==> src/rtl/spq_pkg.sv <==
// Shared types and codes for the sorted priority queue.
// Depends on nothing; used by spq_cell and sorted_priority_queue.
package spq_pkg;

    // Operation codes carried in the mode field of an input word.
    typedef enum logic [1:0] {
        MODE_PUSH = 2'd0,
        MODE_POP  = 2'd1,
        MODE_PEEK = 2'd2
    } t_mode;

    // Control broadcast from the top level to every cell of the chain.
    typedef struct packed {
        logic push;
        logic pop;
    } t_cell_ctl;

endpackage

==> src/rtl/spq_cell.sv <==
// One slot of the sorted chain: holds a (priority, data) pair and moves it
// towards its neighbours on insert and removal. Depends on spq_pkg.
module spq_cell #(
    parameter int PRIO_BITS = 16,
    parameter int DATA_BITS = 32
) (
    input  logic                  i_clk,
    input  spq_pkg::t_cell_ctl    i_ctl,
    input  logic                  i_occupied,
    input  logic [PRIO_BITS-1:0]  i_new_prio,
    input  logic [DATA_BITS-1:0]  i_new_data,
    input  logic                  i_left_move,
    input  logic [PRIO_BITS-1:0]  i_left_prio,
    input  logic [DATA_BITS-1:0]  i_left_data,
    input  logic [PRIO_BITS-1:0]  i_right_prio,
    input  logic [DATA_BITS-1:0]  i_right_data,
    output logic                  o_move,
    output logic [PRIO_BITS-1:0]  o_prio,
    output logic [DATA_BITS-1:0]  o_data
);

    logic [PRIO_BITS-1:0] r_prio;
    logic [DATA_BITS-1:0] r_data;

    // The new entry goes in at or before this slot when the slot is free or
    // holds a strictly greater priority; equal priorities stay ahead.
    assign o_move = !i_occupied || (r_prio > i_new_prio);
    assign o_prio = r_prio;
    assign o_data = r_data;

    always_ff @(posedge i_clk) begin
        if (i_ctl.push && o_move) begin
            if (i_left_move) begin
                r_prio <= i_left_prio;
                r_data <= i_left_data;
            end else begin
                r_prio <= i_new_prio;
                r_data <= i_new_data;
            end
        end else if (i_ctl.pop) begin
            r_prio <= i_right_prio;
            r_data <= i_right_data;
        end
    end

endmodule

==> src/rtl/sorted_priority_queue.sv <==
// Top level of the sorted priority queue: a chain of spq_cell slots with
// a fill count and a registered result word. Depends on spq_pkg, spq_cell.
//
// Usage. Each input word carries an operation (push, pop head, peek head),
// a priority and a data word. Every accepted word yields exactly one result
// word: a success flag, the head entry for pop and peek (zero otherwise),
// the entry count after the operation and an empty flag. Entries leave in
// ascending priority order; equal priorities leave first in, first out.
// A push into a full queue and a pop or peek on an empty queue give ok low
// and leave the queue unchanged.
// The result word is valid in the cycle after the input word is accepted.
// Throughput is one word per cycle while the receiver does not stall, set
// by the broadcast compare and shift in the cell chain; every slot
// compares against the incoming priority at once.
// Reset clears the fill count and the output valid; slot contents are not
// cleared and are only read once written. While a result word waits under
// stall from the receiver, the input channel is stalled as well, so no
// word is lost or reordered.
module sorted_priority_queue #(
    parameter int CAPACITY  = 16,
    parameter int PRIO_BITS = 16,
    parameter int DATA_BITS = 32
) (
    input  logic               i_clk,
    input  logic               i_rst_n,
    input  logic               i_valid,
    output logic               o_stall,
    input  logic [1:0]         i_mode,
    input  logic [15:0]        i_in_prio,
    input  logic signed [31:0] i_in_data,
    output logic               o_valid,
    input  logic               i_stall,
    output logic               o_ok,
    output logic [15:0]        o_out_prio,
    output logic signed [31:0] o_out_data,
    output logic [4:0]         o_entry_count,
    output logic               o_is_empty
);

    localparam int CNT_W = $clog2(CAPACITY + 1);

    logic                 w_accept;
    logic                 w_is_push;
    logic                 w_is_pop;
    logic                 w_is_peek;
    logic                 w_full;
    logic                 w_empty;
    spq_pkg::t_cell_ctl   w_ctl;
    logic [PRIO_BITS-1:0] w_new_prio;
    logic [DATA_BITS-1:0] w_new_data;
    logic [15:0]          w_head_prio;
    logic [31:0]          w_head_data;

    logic [PRIO_BITS-1:0] w_prio [CAPACITY];
    logic [DATA_BITS-1:0] w_data [CAPACITY];
    logic [CAPACITY-1:0]  w_move;
    logic [CAPACITY-1:0]  w_occ;

    logic [CNT_W-1:0] r_count, n_count;
    logic             r_out_valid;
    logic             r_ok, n_ok;
    logic [15:0]      r_prio, n_prio;
    logic [31:0]      r_data, n_data;
    logic [CNT_W-1:0] r_res_count;
    logic             r_empty;

    // The input side waits only while a finished result is held back.
    assign o_stall  = r_out_valid && i_stall;
    assign w_accept = i_valid && !o_stall;

    assign w_is_push = (i_mode == spq_pkg::MODE_PUSH);
    assign w_is_pop  = (i_mode == spq_pkg::MODE_POP);
    assign w_is_peek = (i_mode == spq_pkg::MODE_PEEK);
    assign w_full    = (r_count == CNT_W'(CAPACITY));
    assign w_empty   = (r_count == '0);

    assign w_ctl.push = w_accept && w_is_push && !w_full;
    assign w_ctl.pop  = w_accept && w_is_pop && !w_empty;

    // Fit the incoming fields to the stored widths; both are zero-extended
    // when the slots are wider than the ports.
    generate
        if (PRIO_BITS >= 16) begin : g_prio_wide
            assign w_new_prio  = PRIO_BITS'(i_in_prio);
            assign w_head_prio = w_prio[0][15:0];
        end else begin : g_prio_narrow
            assign w_new_prio  = i_in_prio[PRIO_BITS-1:0];
            assign w_head_prio = 16'(w_prio[0]);
        end
        if (DATA_BITS >= 32) begin : g_data_wide
            assign w_new_data  = DATA_BITS'(unsigned'(i_in_data));
            assign w_head_data = w_data[0][31:0];
        end else begin : g_data_narrow
            assign w_new_data  = i_in_data[DATA_BITS-1:0];
            assign w_head_data = {{(32 - DATA_BITS){w_data[0][DATA_BITS-1]}}, w_data[0]};
        end
    endgenerate

    // The chain itself. Slot 0 is the head; a push shifts the tail of the
    // chain one place right, a pop shifts everything one place left.
    generate
        for (genvar g = 0; g < CAPACITY; g++) begin : g_cell
            logic                 w_lm;
            logic [PRIO_BITS-1:0] w_lp;
            logic [DATA_BITS-1:0] w_ld;
            logic [PRIO_BITS-1:0] w_rp;
            logic [DATA_BITS-1:0] w_rd;

            assign w_occ[g] = (r_count > CNT_W'(g));

            if (g == 0) begin : g_left_end
                assign w_lm = 1'b0;
                assign w_lp = w_new_prio;
                assign w_ld = w_new_data;
            end else begin : g_left_link
                assign w_lm = w_move[g-1];
                assign w_lp = w_prio[g-1];
                assign w_ld = w_data[g-1];
            end

            if (g == CAPACITY - 1) begin : g_right_end
                assign w_rp = w_prio[g];
                assign w_rd = w_data[g];
            end else begin : g_right_link
                assign w_rp = w_prio[g+1];
                assign w_rd = w_data[g+1];
            end

            spq_cell #(
                .PRIO_BITS (PRIO_BITS),
                .DATA_BITS (DATA_BITS)
            ) u_cell (
                .i_clk        (i_clk),
                .i_ctl        (w_ctl),
                .i_occupied   (w_occ[g]),
                .i_new_prio   (w_new_prio),
                .i_new_data   (w_new_data),
                .i_left_move  (w_lm),
                .i_left_prio  (w_lp),
                .i_left_data  (w_ld),
                .i_right_prio (w_rp),
                .i_right_data (w_rd),
                .o_move       (w_move[g]),
                .o_prio       (w_prio[g]),
                .o_data       (w_data[g])
            );
        end
    endgenerate

    // Result of the accepted word and the count it leaves behind.
    always_comb begin
        n_count = r_count;
        n_ok    = 1'b0;
        n_prio  = '0;
        n_data  = '0;
        if (w_ctl.push) begin
            n_count = r_count + CNT_W'(1);
            n_ok    = 1'b1;
        end
        if ((w_is_pop || w_is_peek) && !w_empty) begin
            n_ok   = 1'b1;
            n_prio = w_head_prio;
            n_data = w_head_data;
        end
        if (w_ctl.pop) begin
            n_count = r_count - CNT_W'(1);
        end
    end

    always_ff @(posedge i_clk) begin
        if (!i_rst_n) begin
            r_count     <= '0;
            r_out_valid <= 1'b0;
        end else begin
            if (w_accept) begin
                r_count     <= n_count;
                r_out_valid <= 1'b1;
            end else if (!i_stall) begin
                r_out_valid <= 1'b0;
            end
        end
    end

    always_ff @(posedge i_clk) begin
        if (w_accept) begin
            r_ok        <= n_ok;
            r_prio      <= n_prio;
            r_data      <= n_data;
            r_res_count <= n_count;
            r_empty     <= (n_count == '0);
        end
    end

    assign o_valid    = r_out_valid;
    assign o_ok       = r_ok;
    assign o_out_prio = r_prio;
    assign o_out_data = signed'(r_data);
    assign o_is_empty = r_empty;

    generate
        if (CNT_W >= 5) begin : g_cnt_cut
            assign o_entry_count = r_res_count[4:0];
        end else begin : g_cnt_ext
            assign o_entry_count = 5'(r_res_count);
        end
    endgenerate

    // The fill count never passes the number of slots.
    a_count_bound: assert property (@(posedge i_clk) disable iff (!i_rst_n)
        r_count <= CNT_W'(CAPACITY))
        else $error("fill count beyond capacity");

    // The two front slots stay in service order.
    a_head_sorted: assert property (@(posedge i_clk) disable iff (!i_rst_n)
        (r_count >= CNT_W'(2)) |-> (w_prio[0] <= w_prio[1]))
        else $error("head slots out of order");

    // A pop on a non-empty queue removes exactly one entry.
    a_pop_count: assert property (@(posedge i_clk) disable iff (!i_rst_n)
        (w_accept && w_is_pop && !w_empty) |=> (r_count == $past(r_count) - CNT_W'(1)))
        else $error("pop did not remove one entry");

    // A peek leaves the count as it stands.
    a_peek_count: assert property (@(posedge i_clk) disable iff (!i_rst_n)
        (w_accept && w_is_peek) |=> (r_count == $past(r_count)))
        else $error("peek changed the count");

    // A held result reports empty exactly when its count is zero.
    a_empty_flag: assert property (@(posedge i_clk) disable iff (!i_rst_n)
        r_out_valid |-> (r_empty == (r_res_count == '0)))
        else $error("empty flag disagrees with count");

endmodule
==> config.mk <==
export PLATFORM = sky130hd
export DESIGN_NAME = sorted_priority_queue
export DESIGN_NICKNAME = d
export VERILOG_FILES = /design/src/rtl/spq_pkg.sv /design/src/rtl/spq_cell.sv /design/src/rtl/sorted_priority_queue.sv
export SDC_FILE = /design/constraint.sdc
export NUM_CORES = 2
export LEC_CHECK = 0
export ABC_AREA = 1
export BUFFER_PORTS_ARGS = -buffer_cell sky130_fd_sc_hd__buf_2
export CORE_ASPECT_RATIO = 1.75
export CORE_MARGIN = 10
export CORE_UTILIZATION = 55
export DETAILED_ROUTE_END_ITERATION = 16
export GPL_TIMING_DRIVEN = 1
export MAX_ROUTING_LAYER = met4
export PLACE_DENSITY_LB_ADDON = 0.25
export REMOVE_ABC_BUFFERS = 1
export SLEW_MARGIN = 15
export SYNTH_ARGS = -nofsm -noshare
export SYNTH_HDL_FRONTEND = slang
export SYNTH_SLANG_ARGS = --single-unit
==> constraint.sdc <==
create_clock -name i_clk -period 7.7 [get_ports i_clk]
set_clock_uncertainty 0.05 [all_clocks]
set_input_delay 2.31 -clock i_clk [delete_from_list [all_inputs] [get_ports i_clk]]
set_output_delay 2.31 -clock i_clk [all_outputs]
set_load 0.02 [all_outputs]
# After elaboration in Yosys (flattened, before gate mapping)
# Cells that the tools add are included.
[totals] out_inout_bits=57 word_cells=249 ff_bits=829 input_bits=54
[classes] n_eq_ne=4 n_mux=95 reduce_logical=77 n_lt_le_gt_ge=32 add_sub_neg=2
[ops] operator="32-bit two-way mux" count=45
[ops] operator="16-bit two-way mux" count=45
[ops] operator="16-bit greater-than comparator" count=16
[ops] operator="5-bit by 4-bit greater-than comparator with 1-bit output, second input constant" count=8
[ops] operator="2-bit nonzero test" count=15
[ops] operator="1-bit logical AND" count=23
[ops] operator="5-bit by 3-bit greater-than comparator with 1-bit output, second input constant" count=4
[ops] operator="1-bit logical NOT" count=19
[ops] operator="1-bit logical OR" count=17
[ops] operator="5-bit by 1-bit greater-than comparator with 1-bit output, second input constant" count=2
[ops] operator="5-bit by 2-bit greater-than comparator with 1-bit output, second input constant" count=2
[ops] operator="5-bit logical NOT" count=2
[ops] operator="5-bit two-way mux" count=2
[ops] operator="5-bit by 1-bit adder with 5-bit output, second input constant" count=1
[ops] operator="5-bit equality test, second input constant" count=1
[ops] operator="5-bit by 1-bit subtractor with 5-bit output, second input constant" count=1
[ops] operator="1-bit two-way mux" count=3
[ops] operator="2-bit by 1-bit equality test with 1-bit output, second input constant" count=1
[ops] operator="2-bit equality test, second input constant" count=1
[ops] operator="2-bit logical NOT" count=1
[ops] operator="2-bit by 1-bit inequality test with 1-bit output, second input constant" count=1

# Logic depth before layout (Yosys ltp)
[logic_depth] word_depth=8 ltp_mapped=19 ltp_nobuf=17

# Modules after synthesis
# A second synthesis with hierarchy kept.
[hier_totals] cells_unflattened=5914 hier_area_um2=52724.3
[by_module_without_submodules] mod="spq_cell" area_each_um2=3118.0 seq_area_each_um2=1441.4 cells_each=352 n_inst=16
[by_module_without_submodules] mod="sorted_priority_queue" area_each_um2=2836.5 seq_area_each_um2=1771.7 cells_each=282 n_inst=1

# Worst setup path after synthesis
# OpenSTA, ideal clock, no wires.
[synth_path] kind="input-to-reg" start="input i_stall" end="register g_cell[15].u_cell.r_data[0] (enable)" n_path_buf=1 t_required_ns=7.180 setup_ns=0.470 setup_slack_ns=0.169 cell_stages=8 arrival_time_ns=7.011 cell_sequence="nand2_1 > inv_2 > nor2_2 > nand2_1 > nor2_4 > buf_6 > inv_2 > a21oi_1"
[synth_between] elab_chain_cells=6
[synth_lines] element="from (decl)" line="sorted_priority_queue.sv:32" rtl="input logic i_stall,"
[synth_lines] element="1-bit logical AND" line="sorted_priority_queue.sv:68" rtl="assign o_stall = r_out_valid && i_stall;"
[synth_lines] element="net o_stall" line="sorted_priority_queue.sv:27" rtl="output logic o_stall,"
[synth_lines] element="1-bit logical NOT" line="sorted_priority_queue.sv:69" rtl="assign w_accept = i_valid && !o_stall;"
[synth_lines] element="1-bit logical AND" line="sorted_priority_queue.sv:69"
[synth_lines] element="net w_accept" line="sorted_priority_queue.sv:42" rtl="logic w_accept;"
[synth_lines] element="1-bit logical AND (2 in series)" line="sorted_priority_queue.sv:77" rtl="assign w_ctl.push = w_accept && w_is_push && !w_full;"
[synth_lines] element="1-bit logical AND" line="spq_cell.sv:32" rtl="if (i_ctl.push && o_move) begin"
[synth_lines] element="to (signal assigned)" line="spq_cell.sv:35" rtl="r_data <= i_left_data;"
[synth_lines] element="to (signal assigned)" line="spq_cell.sv:38" rtl="r_data <= i_new_data;"
[synth_lines] element="to (signal assigned)" line="spq_cell.sv:42" rtl="r_data <= i_right_data;"
[synth_lines] element="to (decl)" line="spq_cell.sv:23" rtl="logic [DATA_BITS-1:0] r_data;"
# The timed path passes the listed nets, and every way through them passes these cells.
# A chain may end at the register's enable or synchronous reset.

# Worst setup path in the final report
[layout_path] start="input i_in_prio[12]" end="register g_cell[9].u_cell.r_data[8] (data pin)"
[layout_between] elab_chain_cells=4 word_cells_on_any_way=7 cone_classes="2 x order compare; 2 x mux; 3 x reduce/logical"
[layout_lines] element="from (decl)" line="sorted_priority_queue.sv:29" rtl="input logic [15:0] i_in_prio,"
[layout_lines] element="16-bit greater-than comparator" line="spq_cell.sv:27" rtl="assign o_move = !i_occupied || (r_prio > i_new_prio);"
[layout_lines] element="1-bit logical OR" line="spq_cell.sv:27"
[layout_lines] element="32-bit two-way mux or 1-bit logical AND (tied branches)" line="spq_cell.sv:33, spq_cell.sv:32"
[layout_lines] element="32-bit two-way mux *" line="spq_cell.sv:32"
[layout_lines] element="to (signal assigned)" line="spq_cell.sv:35"
[layout_lines] element="to (signal assigned)" line="spq_cell.sv:38"
[layout_lines] element="to (signal assigned)" line="spq_cell.sv:42"
[layout_lines] element="to (decl)" line="spq_cell.sv:23"
# Mark *: on every way between the ends. The rest lies on a longest branch, timed or not.

==> results.ini <==
[power]
irDropWorstVdd_mv = 0.184
seq_power_share = 0.478
power_density_mw_per_mm2 = 210
finalPower_uw = 11400
p_sw_frac = 0.297
pwr-share-clk = 0.355
p_switching_uw = 3400
leakagePower_uw = 0.0264
internal_power_uw = 8030
comb_power_share = 0.166

[drt]
finalWirelength_mm = 167
post-route-drc-count = 0
ant_nets = 0
wl_per_cell_um = 21.4
drt_iter0_drc = 5354
dr.pass1.iters = 8
detailroute.via_count = 45500
viasPerCell = 5.84

[logic_synthesis]
ys_warn_count = 0
synth-seq-cells = 829
syn-instance-count = 6683
postSynthAreaPerCell_sq_um = 7.61
synth-edff-count = 823
syn_area_sq_mm = 0.0508
async_flop_share = 0
ys_dominant_reg_cell = edfxtp_1
synth-seq-area-share = 0.489
ys_types = 36

[sta]
max_clock_freq_mhz = 164
finalSetupViolCount = 0
hold_viol_final = 0
relSlewSlack = 0.230
rsz0062_at_grt = no
finalWorstSetupSlack_ns = 1.60
tightestPinTransition_ns = 1.15
period_share = 0.793
hold_ws_ns = 0.462
tns_ns = 0
finalMaxSlewViolations = 0
layout_min_cycle_time_ns = 6.10

[global_routing]
grt_max_degree = 97
antenna_found_initial = 3
first_global_vias = 43700
grt_use_total = 0.317
grt_overflow = 0
grt_pass1_wl_mm = 257

[floorplanning]
rows = 147
die_h_um = 422
start_util = 0.554
core_area_sq_mm = 0.0918
ios = 111
die_area_sq_mm = 0.105
die_w_um = 250

[cells_and_area]
nets = 6866
drive_above_1_share = 0.0601
layout_commonest_cell = nand2_1
post-route-util = 0.594
final_cell_mix = nand2_1, edfxtp_1, nand3_1, ha_1, inv_1
syn2layout_area_growth_pct = 7.23

[worst_setup_path]
crit_path_cell_trace = buf_2 -> inv_1 -> buf_4 -> ha_1 -> nand4_1 -> nor2_1 -> nand3_1 -> nand2_1 -> nand2_1 -> nand2_2 -> clkinv_2 -> nand2_1 -> nand2_1
cp_max_fo = 48
cpPeakStageDelay_ns = 0.95
slowest_stage = clkinv_2
cp-start-kind = input pin
crit_path_frequent_cell = nand2_1
cp.required_ns = 8.09
crit_path_end_kind = flop
worst-setup-path-type = input pin to flop
cp_data_arrival_time_ns = 6.50

[clocking]
cts_buffer_depth = 3
cts_tree = done
cts_hold_buf = 0
clock-sinks = 829
postCtsSetupRepairBufs = 0
post_cts_resized = 0
numCtsBuffers = 78
htreeDepth = 3
cts_root_buffer = clkbuf_16
clk_pin_slew_ns = 0.06
insertion_delay_ns = 0.71

[placement]
place_congestion = 0.963
io_buffers = 110
place_ws_ns = 1.17
dpl.hpwl_mm = 115

[run_status]
outcome = completed

[job]
cap_violations = 0

[min_path]
min_path_type = flop to flop

## synth_stat cells, types with 3 or more instances
cell      number  area [sq um]
a21o_1        14           105
a21oi_1      100           500
buf_1         25          93.8
buf_2        159           796
buf_4         20           150
clkbuf_1     222           833
dfxtp_1        6           120
edfxtp_1     823         24700
ha_1         264          3300
inv_1        197           739
inv_2         23          86.3
nand2_1     3784         14200
nand2_2       14          87.6
nand3_1      707          3540
nand4_1       17           106
nor2_1       149           559
nor2_2         3          18.8
nor2_4         3          33.8
nor3_1         5          25.0
o21ai_0      101           505
o21ai_1       25           125
xor2_1         3          26.3
## kinds of logic after synthesis
family | count (synthesis) | synth area share
adders and majority gates | 264 | 0.0650
DFF | 829 | 0.489
xor gates and xnor gates | 3 | 0.000517
buffers and inverters | 648 | 0.0535
and+or+nand+nor | 4687 | 0.366
AOI/OAI and AO/OA | 252 | 0.0262
## worst paths after layout
check,startpoint,end,slack (ns),cells past startpoint
max,i_in_prio[12],g_cell[9].u_cell.o_data[8],1.60,13
min,o_valid,o_valid,0.46,2
max reg2reg,r_count[1],g_cell[0].u_cell.o_prio[14],3.34,7
min reg2reg,o_valid,o_valid,0.46,2
## flip-flops by register name (all words and copies together), names as in the netlist, 5 cells and up
name	count
g_cell.u_cell.o_data	512
g_cell.u_cell.o_prio	256
o_out_data	32
o_out_prio	16
o_entry_count	5
r_count	5
## through the flow
step | instances | cell area (sq um)
finish | 7803 | 54500
global route | 7803 | 54500
CTS | 7802 | 54500
detailed placement | 7660 | 51900
global placement | 7660 | 51900
floorplan | 6255 | 48900
## layer usage
layer / share of wire / wire, um / GRT usage / vias up
li1: - / - / - / 21400
met5: 0 / 0 / - / -
met1: 0.38 / 62900 / 0.391 / 20800
met4: 0.055 / 9180 / 0.168 / 0
met2: 0.46 / 77000 / 0.497 / 2778
met3: 0.11 / 18000 / 0.0503 / 568
## cell type report
class | count | area [sq um]
Fill cell | 8335 | 37300
Sequential cell | 829 | 24800
Multi-Input combinational cell | 5206 | 23400
Clock buffer | 98 | 2070
Tap cell | 1192 | 1490
Timing Repair Buffer | 213 | 1390
Inverter | 220 | 828
Clock inverter | 44 | 492
Antenna cell | 1 | 2.50
## worst max-delay path: cells and delay by family
family                     cells  cell delay [ns]
and+or+nand+nor                8             1.63
adders and majority gates      1             0.29
buffers and inverters          4             2.23
## power groups by stage
stage	logic [uW]	clock network [uW]	registers, uW
after floorplan	1120	0	5520
final	1900	4060	5460
after CTS	1860	4070	5460
after detailed placement	1850	0	5550
after global routing	2100	4230	5480
after global placement	1820	0	5550
Power figures use the tool's default switching activity.
